## src/hdl/psra_pkg.sv

```systemverilog
package psra_pkg;

    // Ring geometry and sample precision
    localparam int RING_DEPTH  = 50;
    localparam int SAMPLE_BITS = 16;

    // Derived widths
    localparam int IDX_W  = (RING_DEPTH > 1) ? $clog2(RING_DEPTH) : 1;
    localparam int CNT_W  = $clog2(RING_DEPTH + 1);
    localparam int SUM_W  = SAMPLE_BITS + $clog2(RING_DEPTH) + 1;
    localparam int DIVC_W = $clog2(SUM_W + 1);

    // Fixed port widths
    localparam int CFG_W      = 16;
    localparam int CFG_IDX_W  = 2;
    localparam int TIME_W     = 32;
    localparam int STEPS_W    = 16;
    localparam int VAL_W      = 16;
    localparam int OP_W       = 2;
    localparam int EV_W       = 3;

    // Register reset values
    localparam logic [CFG_W-1:0] SAMPLE_INTERVAL_RST = 16'd100;
    localparam logic [CFG_W-1:0] REPORT_INTERVAL_RST = 16'd500;
    localparam logic [CFG_W-1:0] STEP_DELAY_RST      = 16'd20;

    // Register indexes
    localparam logic [CFG_IDX_W-1:0] REG_SAMPLE_INTERVAL = 2'd0;
    localparam logic [CFG_IDX_W-1:0] REG_REPORT_INTERVAL = 2'd1;
    localparam logic [CFG_IDX_W-1:0] REG_STEP_DELAY      = 2'd2;

    // Operation codes
    localparam logic [OP_W-1:0] OP_TICK    = 2'd0;
    localparam logic [OP_W-1:0] OP_START   = 2'd1;
    localparam logic [OP_W-1:0] OP_STOP    = 2'd2;
    localparam logic [OP_W-1:0] OP_RESTART = 2'd3;

    // Event codes
    localparam logic [EV_W-1:0] EV_STEP     = 3'd0;
    localparam logic [EV_W-1:0] EV_REPORT   = 3'd1;
    localparam logic [EV_W-1:0] EV_ACCEPTED = 3'd2;
    localparam logic [EV_W-1:0] EV_BUSY     = 3'd3;
    localparam logic [EV_W-1:0] EV_INVALID  = 3'd4;
    localparam logic [EV_W-1:0] EV_STOPPED  = 3'd5;

    // One result transaction
    typedef struct packed {
        logic [EV_W-1:0]    event_res;
        logic               step_pulse;
        logic               step_reverse;
        logic               release_motor;
        logic [STEPS_W-1:0] steps_left;
        logic [VAL_W-1:0]   instant_value;
        logic [VAL_W-1:0]   mean_value;
    } res_t;

endpackage

```

## src/hdl/paced_stepper_with_rolling_average_core.sv

```systemverilog
// Commands and steps register their result in the output register, or in the
// holding slot while the output is stalled. A report sums the ring with
// filled_count memory reads (one memory read per cycle), divides the SUM_W-bit
// magnitude (23 here) bit-serially and ends in a finish state. Throughput: one
// transaction per cycle; a report in progress or a waiting result stalls the input.
// Reset (async, active low) clears control state and loads the intervals
// 100/500/20; ring contents are not cleared, only filled entries are read.
module paced_stepper_with_rolling_average_core (
    input  logic                                clk,
    input  logic                                rst_n,
    // configuration
    input  logic                                cfg_we,
    input  logic [psra_pkg::CFG_IDX_W-1:0]      cfg_index,
    input  logic [psra_pkg::CFG_W-1:0]          cfg_data,
    // input channel
    input  logic                                in_valid,
    output logic                                in_stall,
    input  logic [psra_pkg::OP_W-1:0]           operation,
    input  logic [psra_pkg::TIME_W-1:0]         now_ms,
    input  logic signed [psra_pkg::VAL_W-1:0]   accel_sample,
    input  logic [psra_pkg::STEPS_W-1:0]        move_steps,
    input  logic                                move_backward,
    // output channel
    output logic                                out_valid,
    input  logic                                out_stall,
    output logic [psra_pkg::EV_W-1:0]           event_res,
    output logic                                step_pulse,
    output logic                                step_reverse,
    output logic                                release_motor,
    output logic [psra_pkg::STEPS_W-1:0]        steps_left,
    output logic signed [psra_pkg::VAL_W-1:0]   instant_value,
    output logic signed [psra_pkg::VAL_W-1:0]   mean_value
);
    import psra_pkg::*;

    localparam logic [1:0] ST_IDLE = 2'd0;
    localparam logic [1:0] ST_SUM  = 2'd1;
    localparam logic [1:0] ST_DIV  = 2'd2;
    localparam logic [1:0] ST_DONE = 2'd3;

    // Configuration registers
    logic [CFG_W-1:0] sample_interval_reg;
    logic [CFG_W-1:0] report_interval_reg;
    logic [CFG_W-1:0] step_delay_reg;

    // Control state
    logic [1:0]         state_reg, state_next;
    logic [IDX_W-1:0]   slot_reg, slot_next;
    logic [CNT_W-1:0]   filled_reg, filled_next;
    logic [TIME_W-1:0]  last_sample_reg, last_sample_next;
    logic [TIME_W-1:0]  last_report_reg, last_report_next;
    logic [TIME_W-1:0]  last_step_reg, last_step_next;
    logic [STEPS_W-1:0] pending_reg, pending_next;
    logic               backward_reg, backward_next;

    // Report datapath
    logic [CNT_W-1:0]        rd_cnt_reg, rd_cnt_next;
    logic                    rd_vld_reg, rd_vld_next;
    logic signed [SUM_W-1:0] acc_reg, acc_next;
    logic [SUM_W-1:0]        num_reg, num_next;
    logic [CNT_W-1:0]        rem_reg, rem_next;
    logic                    neg_reg, neg_next;
    logic [DIVC_W-1:0]       div_cnt_reg, div_cnt_next;
    logic [VAL_W-1:0]        inst_reg, inst_next;

    // Ring memory
    logic [SAMPLE_BITS-1:0] ring_mem [RING_DEPTH];
    logic [SAMPLE_BITS-1:0] rd_data_reg;
    logic                   ring_we;
    logic [IDX_W-1:0]       rd_addr;
    logic                   rd_en;

    // Output register plus one holding slot
    res_t out_reg, hold_reg;
    logic out_vld_reg, hold_vld_reg;
    res_t new_res;
    logic new_vld;
    logic out_free;

    // Helpers
    logic                          in_acc;
    logic signed [SAMPLE_BITS-1:0] sample_s;
    logic signed [VAL_W-1:0]       sample_out;
    logic [TIME_W-1:0]             step_age, sample_age, report_age;
    logic [CNT_W:0]                trial, trial_diff;
    logic                          qbit;
    logic signed [SUM_W-1:0]       mean_s;
    logic signed [47:0]            mean_wide;

    assign in_stall = (state_reg != ST_IDLE) || hold_vld_reg;
    assign in_acc   = in_valid && !in_stall;

    assign sample_s   = SAMPLE_BITS'(accel_sample);
    assign sample_out = VAL_W'(sample_s);

    // Wrapping time differences
    assign step_age   = now_ms - last_step_reg;
    assign sample_age = now_ms - last_sample_reg;
    assign report_age = now_ms - last_report_reg;

    // Restoring division step on the magnitude
    assign trial      = {rem_reg, num_reg[SUM_W-1]};
    assign trial_diff = trial - {1'b0, filled_reg};
    assign qbit       = (trial >= {1'b0, filled_reg});
    assign mean_s     = neg_reg ? -$signed(num_reg) : $signed(num_reg);
    assign mean_wide  = 48'(mean_s);

    assign rd_addr = rd_cnt_reg[IDX_W-1:0];

    // Next-state logic
    always_comb
    begin
        state_next       = state_reg;
        slot_next        = slot_reg;
        filled_next      = filled_reg;
        last_sample_next = last_sample_reg;
        last_report_next = last_report_reg;
        last_step_next   = last_step_reg;
        pending_next     = pending_reg;
        backward_next    = backward_reg;
        rd_cnt_next      = rd_cnt_reg;
        rd_vld_next      = rd_vld_reg;
        acc_next         = acc_reg;
        num_next         = num_reg;
        rem_next         = rem_reg;
        neg_next         = neg_reg;
        div_cnt_next     = div_cnt_reg;
        inst_next        = inst_reg;
        ring_we          = 1'b0;
        rd_en            = 1'b0;
        new_vld          = 1'b0;
        new_res          = '0;

        unique case (state_reg)
            ST_IDLE:
            begin
                if (in_acc)
                begin
                    unique case (operation)
                        OP_START:
                        begin
                            new_vld            = 1'b1;
                            new_res.steps_left = pending_reg;
                            if (move_steps == '0)
                            begin
                                new_res.event_res = EV_INVALID;
                            end
                            else if (pending_reg != '0)
                            begin
                                new_res.event_res = EV_BUSY;
                            end
                            else
                            begin
                                backward_next      = move_backward;
                                pending_next       = move_steps;
                                last_step_next     = now_ms;
                                new_res.event_res  = EV_ACCEPTED;
                                new_res.steps_left = move_steps;
                            end
                        end
                        OP_STOP:
                        begin
                            pending_next          = '0;
                            new_vld               = 1'b1;
                            new_res.event_res     = EV_STOPPED;
                            new_res.release_motor = 1'b1;
                        end
                        OP_RESTART:
                        begin
                            slot_next        = '0;
                            filled_next      = '0;
                            last_sample_next = now_ms;
                            last_report_next = now_ms;
                            pending_next     = '0;
                        end
                        OP_TICK:
                        begin
                            if (pending_reg != '0)
                            begin
                                // move in progress: pace the steps
                                if (step_age >= TIME_W'(step_delay_reg))
                                begin
                                    last_step_next        = now_ms;
                                    pending_next          = pending_reg - 1'b1;
                                    new_vld               = 1'b1;
                                    new_res.event_res     = EV_STEP;
                                    new_res.step_pulse    = 1'b1;
                                    new_res.step_reverse  = backward_reg;
                                    new_res.release_motor = (pending_reg == STEPS_W'(1));
                                    new_res.steps_left    = pending_reg - 1'b1;
                                    new_res.instant_value = sample_out;
                                end
                            end
                            else if (sample_age >= TIME_W'(sample_interval_reg))
                            begin
                                // idle: store the sample
                                last_sample_next = now_ms;
                                ring_we          = 1'b1;
                                slot_next        = (slot_reg == IDX_W'(RING_DEPTH - 1))
                                                   ? '0 : slot_reg + 1'b1;
                                if (filled_reg < CNT_W'(RING_DEPTH))
                                begin
                                    filled_next = filled_reg + 1'b1;
                                end
                                if (report_age >= TIME_W'(report_interval_reg))
                                begin
                                    last_report_next = now_ms;
                                    inst_next        = sample_out;
                                    acc_next         = '0;
                                    rd_cnt_next      = '0;
                                    rd_vld_next      = 1'b0;
                                    state_next       = ST_SUM;
                                end
                            end
                        end
                        default:
                        begin
                        end
                    endcase
                end
            end
            ST_SUM:
            begin
                // one read issued, one sample accumulated per cycle
                rd_vld_next = 1'b0;
                if (rd_cnt_reg < filled_reg)
                begin
                    rd_en       = 1'b1;
                    rd_cnt_next = rd_cnt_reg + 1'b1;
                    rd_vld_next = 1'b1;
                end
                if (rd_vld_reg)
                begin
                    acc_next = acc_reg + SUM_W'($signed(rd_data_reg));
                end
                else if (rd_cnt_reg == filled_reg)
                begin
                    neg_next     = acc_reg[SUM_W-1];
                    num_next     = acc_reg[SUM_W-1] ? 
                                   SUM_W'(-acc_reg) : SUM_W'(acc_reg);
                    rem_next     = '0;
                    div_cnt_next = '0;
                    state_next   = ST_DIV;
                end
            end
            ST_DIV:
            begin
                rem_next     = qbit ? trial_diff[CNT_W-1:0] : trial[CNT_W-1:0];
                num_next     = {num_reg[SUM_W-2:0], qbit};
                div_cnt_next = div_cnt_reg + 1'b1;
                if (div_cnt_reg == DIVC_W'(SUM_W - 1))
                begin
                    state_next = ST_DONE;
                end
            end
            ST_DONE:
            begin
                new_vld               = 1'b1;
                new_res.event_res     = EV_REPORT;
                new_res.instant_value = inst_reg;
                new_res.mean_value    = mean_wide[VAL_W-1:0];
                state_next            = ST_IDLE;
            end
            default:
            begin
                state_next = ST_IDLE;
            end
        endcase
    end

    // Ring memory: one write port, one registered read port
    always_ff @(posedge clk)
    begin
        if (ring_we)
        begin
            ring_mem[slot_reg] <= sample_s;
        end
        if (rd_en)
        begin
            rd_data_reg <= ring_mem[rd_addr];
        end
    end

    // Configuration writes
    always_ff @(posedge clk or negedge rst_n)
    begin
        if (!rst_n)
        begin
            sample_interval_reg <= SAMPLE_INTERVAL_RST;
            report_interval_reg <= REPORT_INTERVAL_RST;
            step_delay_reg      <= STEP_DELAY_RST;
        end
        else if (cfg_we)
        begin
            unique case (cfg_index)
                REG_SAMPLE_INTERVAL: sample_interval_reg <= cfg_data;
                REG_REPORT_INTERVAL: report_interval_reg <= cfg_data;
                REG_STEP_DELAY:      step_delay_reg      <= cfg_data;
                default:
                begin
                end
            endcase
        end
    end

    // Control and datapath registers
    always_ff @(posedge clk or negedge rst_n)
    begin
        if (!rst_n)
        begin
            state_reg       <= ST_IDLE;
            slot_reg        <= '0;
            filled_reg      <= '0;
            last_sample_reg <= '0;
            last_report_reg <= '0;
            last_step_reg   <= '0;
            pending_reg     <= '0;
            backward_reg    <= 1'b0;
            rd_cnt_reg      <= '0;
            rd_vld_reg      <= 1'b0;
            div_cnt_reg     <= '0;
        end
        else
        begin
            state_reg       <= state_next;
            slot_reg        <= slot_next;
            filled_reg      <= filled_next;
            last_sample_reg <= last_sample_next;
            last_report_reg <= last_report_next;
            last_step_reg   <= last_step_next;
            pending_reg     <= pending_next;
            backward_reg    <= backward_next;
            rd_cnt_reg      <= rd_cnt_next;
            rd_vld_reg      <= rd_vld_next;
            div_cnt_reg     <= div_cnt_next;
        end
    end

    // Arithmetic payload
    always_ff @(posedge clk)
    begin
        acc_reg  <= acc_next;
        num_reg  <= num_next;
        rem_reg  <= rem_next;
        neg_reg  <= neg_next;
        inst_reg <= inst_next;
    end

    // Output register with a holding slot behind it
    assign out_free = !out_vld_reg || !out_stall;

    always_ff @(posedge clk or negedge rst_n)
    begin
        if (!rst_n)
        begin
            out_vld_reg  <= 1'b0;
            hold_vld_reg <= 1'b0;
        end
        else if (out_free)
        begin
            if (hold_vld_reg)
            begin
                out_vld_reg  <= 1'b1;
                hold_vld_reg <= new_vld;
            end
            else
            begin
                out_vld_reg <= new_vld;
            end
        end
        else if (new_vld)
        begin
            hold_vld_reg <= 1'b1;
        end
    end

    always_ff @(posedge clk)
    begin
        if (out_free)
        begin
            if (hold_vld_reg)
            begin
                out_reg  <= hold_reg;
                hold_reg <= new_res;
            end
            else
            begin
                out_reg <= new_res;
            end
        end
        else if (new_vld)
        begin
            hold_reg <= new_res;
        end
    end

    // Output ports
    assign out_valid     = out_vld_reg;
    assign event_res     = out_reg.event_res;
    assign step_pulse    = out_reg.step_pulse;
    assign step_reverse  = out_reg.step_reverse;
    assign release_motor = out_reg.release_motor;
    assign steps_left    = out_reg.steps_left;
    assign instant_value = out_reg.instant_value;
    assign mean_value    = out_reg.mean_value;

endmodule

```

## config.mk

```make
export PLATFORM = sky130hd
export DESIGN_NAME = paced_stepper_with_rolling_average_core
export DESIGN_NICKNAME = d
export VERILOG_FILES = /design/src/hdl/psra_pkg.sv /design/src/hdl/paced_stepper_with_rolling_average_core.sv
export SDC_FILE = /design/constraint.sdc
export NUM_CORES = 2
export LEC_CHECK = 0
export BUFFER_PORTS_ARGS = -buffer_cell sky130_fd_sc_hd__clkbuf_2
export CORE_AREA = 8 8 351 285
export DETAILED_ROUTE_END_ITERATION = 16
export DIE_AREA = 0 0 359 293
export PLACE_DENSITY = 0.77
export REMOVE_ABC_BUFFERS = 1
export SLEW_MARGIN = 0
export SYNTH_ARGS = -nofsm -noshare
export SYNTH_HDL_FRONTEND = slang
export SYNTH_SLANG_ARGS = --single-unit
```

## constraint.sdc

```tcl
create_clock -name clk -period 8.8 [get_ports clk]
set_input_delay 1.76 -clock clk [delete_from_list [all_inputs] [get_ports clk]]
set_output_delay 1.76 -clock clk [all_outputs]
set_load 0.02 [all_outputs]
```

==> metrics list <==
* Area share of the largest cell type after synthesis: 53.2%
* Routed wire length: 142000 µm
- The HPWL after detailed placement is 87000 µm.
- Final critical-path required period: 7220 ps
* Top delay family on crit path: compound AO/OA/AOI/OAI gates
* Commonest non-fill, non-tap cells in the layout: sky130_fd_sc_hd__edfxtp_1, sky130_fd_sc_hd__mux4_2, sky130_fd_sc_hd__nor2_1, sky130_fd_sc_hd__nand2_1, sky130_fd_sc_hd__inv_1
- Power density over the cells: 329 mW/mm²
- In this run the core area contains 101 standard-cell rows.
- Yosys mapped a number of flops with a built-in enable equal to 993.
* Post-layout total power: 20.6 mW
- The path with the worst hold slack has its endpoint at last_report_reg[28].
- The mapped netlist covers 0.0561 mm².
- Final-stage net count: 4311
- The library cell used most frequently in the layout, excluding fill and tap cells, is sky130_fd_sc_hd__edfxtp_1.
- For this run, the slowest stage of the critical path takes 790 ps.
* Standby leakage power: 22.5 nW
- Reg2reg setup slack: 2470 ps
* Max-Slew Margin vs Limit: 12.7%
* # clock sinks: 1182
* Sequential standard cell area: 0.0346 mm²
* Full die area: 0.105 mm²
* Inst Count DP: 5146
- Initial DRC Count: 3900
- Antenna violations before repair: 8
- Clock Root Buffer: sky130_fd_sc_hd__clkbuf_16
- The first global-routing pass estimated 215000 µm of wire.
- Type of element launching the critical path: input port
* Multi-input gate area: 0.0202 mm²
- Flops & latches, synth: 1182
- Placer Congestion: 0.912
- Die outline width: 359 µm
* Critical R2R Launch: last_sample_reg[8]
- Global-route usage over all layers: 26.5%
* Post-CTS Setup Inserts: 0
- Result of the run: completed
- Flip-flop count of the largest register after layout: 800
- Max-cap violations in this run came to 0.
- Clock-pin slew was measured on the worst setup and hold paths at 60 ps.
* Insertion delay to the later sink of the worst-skew pair: 730 ps
* Depth of the worst register-to-register path: 22
* Final cell utilization of the core: 66.3%
- The initial utilization of the core area, before any placement, comes to 59.6%.
- In this run the cell area measured after placement is 0.0585 mm².
* Post-synthesis sequential area ratio: 61.6%
* Proportion of synthesized flip-flops having asynchronous set or reset: 16.0%
* Number of detailed-routing iterations run before antenna repair: 6
- The worst register-to-register path ends at ring_mem[1][14].
- The via count of the first global-routing pass came to 34697.
- The area growth from synthesis to layout is 11.3%.
* Sum of buffers and inverters on the critical path: 2
- Largest net degree at the start of global routing: 118
* Hold crit path type: flip-flop to flip-flop
- YS warnings: 0
* Category of the most critical setup path: input port to flip-flop
* Crit-path cells: clkbuf_2 -> ha_1 -> a211o_1 -> a2111oi_0 -> nor2_1 -> or2_2 -> a21o_1 -> a21oi_1 -> xnor2_1 -> ha_1 -> nand4_1 -> nor2_1 -> o21ai_0 -> a21oi_1 -> a21oi_1 -> and3_1 -> nand4_1 -> nor4b_1 -> a31oi_1 -> nand3b_1 -> nor2_1 -> buf_4
* Final setup TNS: 0 ps
* Number of non-filler instances in the completed layout: 5360
- Number of I/O pins: 146
- Library cell with the largest summed area after synthesis: sky130_fd_sc_hd__edfxtp_1
* Slew at the pin closest to its max-slew limit: 1310 ps
* Share of final-layout standard cells stronger than drive strength 1: 21.2%
- DRC Markers: 0
- Length of routed wiring on met1: 56300 µm
- Final Instance Area: 0.0625 mm²
- Counting distinct cell types in the post-synthesis netlist gives 93.
- Worst IR Drop VDD: 0.000253 V
* Largest cells by area after synthesis: sky130_fd_sc_hd__edfxtp_1, sky130_fd_sc_hd__mux4_2, sky130_fd_sc_hd__dfrtp_1
- After layout, the worst path uses 82.0% of the clock period.
- Final global-route overflow total: 0
- The slowest stage of the critical path belongs to the cell sky130_fd_sc_hd__a31oi_1.
- TritonCTS built the clock tree.
* Min-delay src: last_report_reg[28]
* Post-synth top flop: sky130_fd_sc_hd__edfxtp_1
* WP data required: 9130 ps
- Met3 wire len: 12900 µm
- Vias per inst: 6.52
* Antenna viol nets, final: 0
- Die height: 293 µm
- Cell depth of the worst setup path: 22
- Routed length per placed instance: 26.5 µm
* Number of I/O port buffers: 145
* Standard cell core area: 0.0941 mm²
- After technology mapping, the gate count stands at 3842.
- The clock tree synthesis step divided the H-tree into 3 levels.
- Setup clock skew after layout: 76.2 ps
* Filler cell count in the final layout: 6375
* Highest attainable clock frequency: 139 MHz
* Data arrival time at the worst-slack endpoint: 7550 ps
- Uppermost routed layer: met5
* Clock buffer depth: 3
* Crit path max fanout: 16
* Setup Viol. Count Final: 0
* Hold buffer count at CTS: 0
- Max-slew violation count: 0
- Setup crit end kind: flip-flop
- Wire segments on met2 add up to 67500 µm in the final route.
- The number of gates resized after CTS was 0.
- Mean instance size in the synthesized netlist: 14.6 µm²
- Counting the buffers created by CTS gives 111.
- The detailed router placed 34943 vias in this run.
* Hold violation total from the final report: 0
- Setup repair after global routing missed its margin: no
- Hold depth: 1
[through the flow]
stage / hold slack [ps] / worst slack, ps
3_5_place_dp: 477 / 1010
3_3_place_gp: 472 / 1090
4_1_cts: 491 / 1720
6_report: 487 / 1580
5_1_grt: 511 / 1180
2_1_floorplan: 458 / -1680
[metal layers]
metal  track usage, %  vias to the layer above
met5                0                        -
met3             6.23                      352
met1             35.5                    17484
li1                 -                    15351
met2             42.8                     1748
met4             9.20                        8
[layout make-up]
| cell class | count | share of cell area [%] |
|---|---|---|
| inverter | 203 | 1.22 |
| clock inverter | 81 | 1.73 |
| tap | 1236 | 2.48 |
| antenna | 4 | 0.0160 |
| sequential | 1182 | 55.4 |
| clock buffer | 129 | 4.57 |
| multi-input combinational | 2288 | 32.3 |
| timing repair buffer | 237 | 2.30 |
[how the worst max path moves through the flow]
stage / to / startpoint
floorplan: div_cnt_reg[3] / rd_addr[0]
global route: filled_reg[0] / now_ms[0]
CTS: ring_mem[35][6] / now_ms[8]
global placement: filled_reg[0] / now_ms[0]
finish: ring_mem[1][14] / now_ms[8]
detailed placement: filled_reg[0] / now_ms[0]
[Yosys cell counts, drive strengths merged, types with 20 or more instances]
| master | count |
|---|---|
| a211oi | 30 |
| a21o | 79 |
| a21oi | 167 |
| a221o | 32 |
| a22o | 20 |
| a31oi | 22 |
| and3 | 20 |
| buf | 43 |
| clkbuf | 126 |
| dfrtp | 178 |
| edfxtp | 993 |
| ha | 193 |
| inv | 200 |
| mux2 | 139 |
| mux2i | 22 |
| mux4 | 256 |
| nand2 | 228 |
| nand2b | 30 |
| nand3 | 56 |
| nand4 | 29 |
| nor2 | 236 |
| nor2b | 40 |
| nor3 | 39 |
| nor4 | 22 |
| o21a | 34 |
| o21ai | 172 |
| o31ai | 25 |
| or3 | 26 |
| xnor2 | 50 |
| xor2 | 67 |
[cell families after synthesis]
group | count (synthesis) | synth area share, %
flops | 1182 | 61.6
simple gates | 806 | 6.95
compound gates | 750 | 9.12
mux | 417 | 13.5
buf+inv | 372 | 2.54
fa+ha+maj | 198 | 4.48
xor+xnor | 117 | 1.83
[where the power goes]
group	switching, mW	internal (mW)
registers	0.533	6.94
clock network	2.19	2.99
logic	4.61	3.31
No activity file was read; power rests on OpenSTA's default activity.
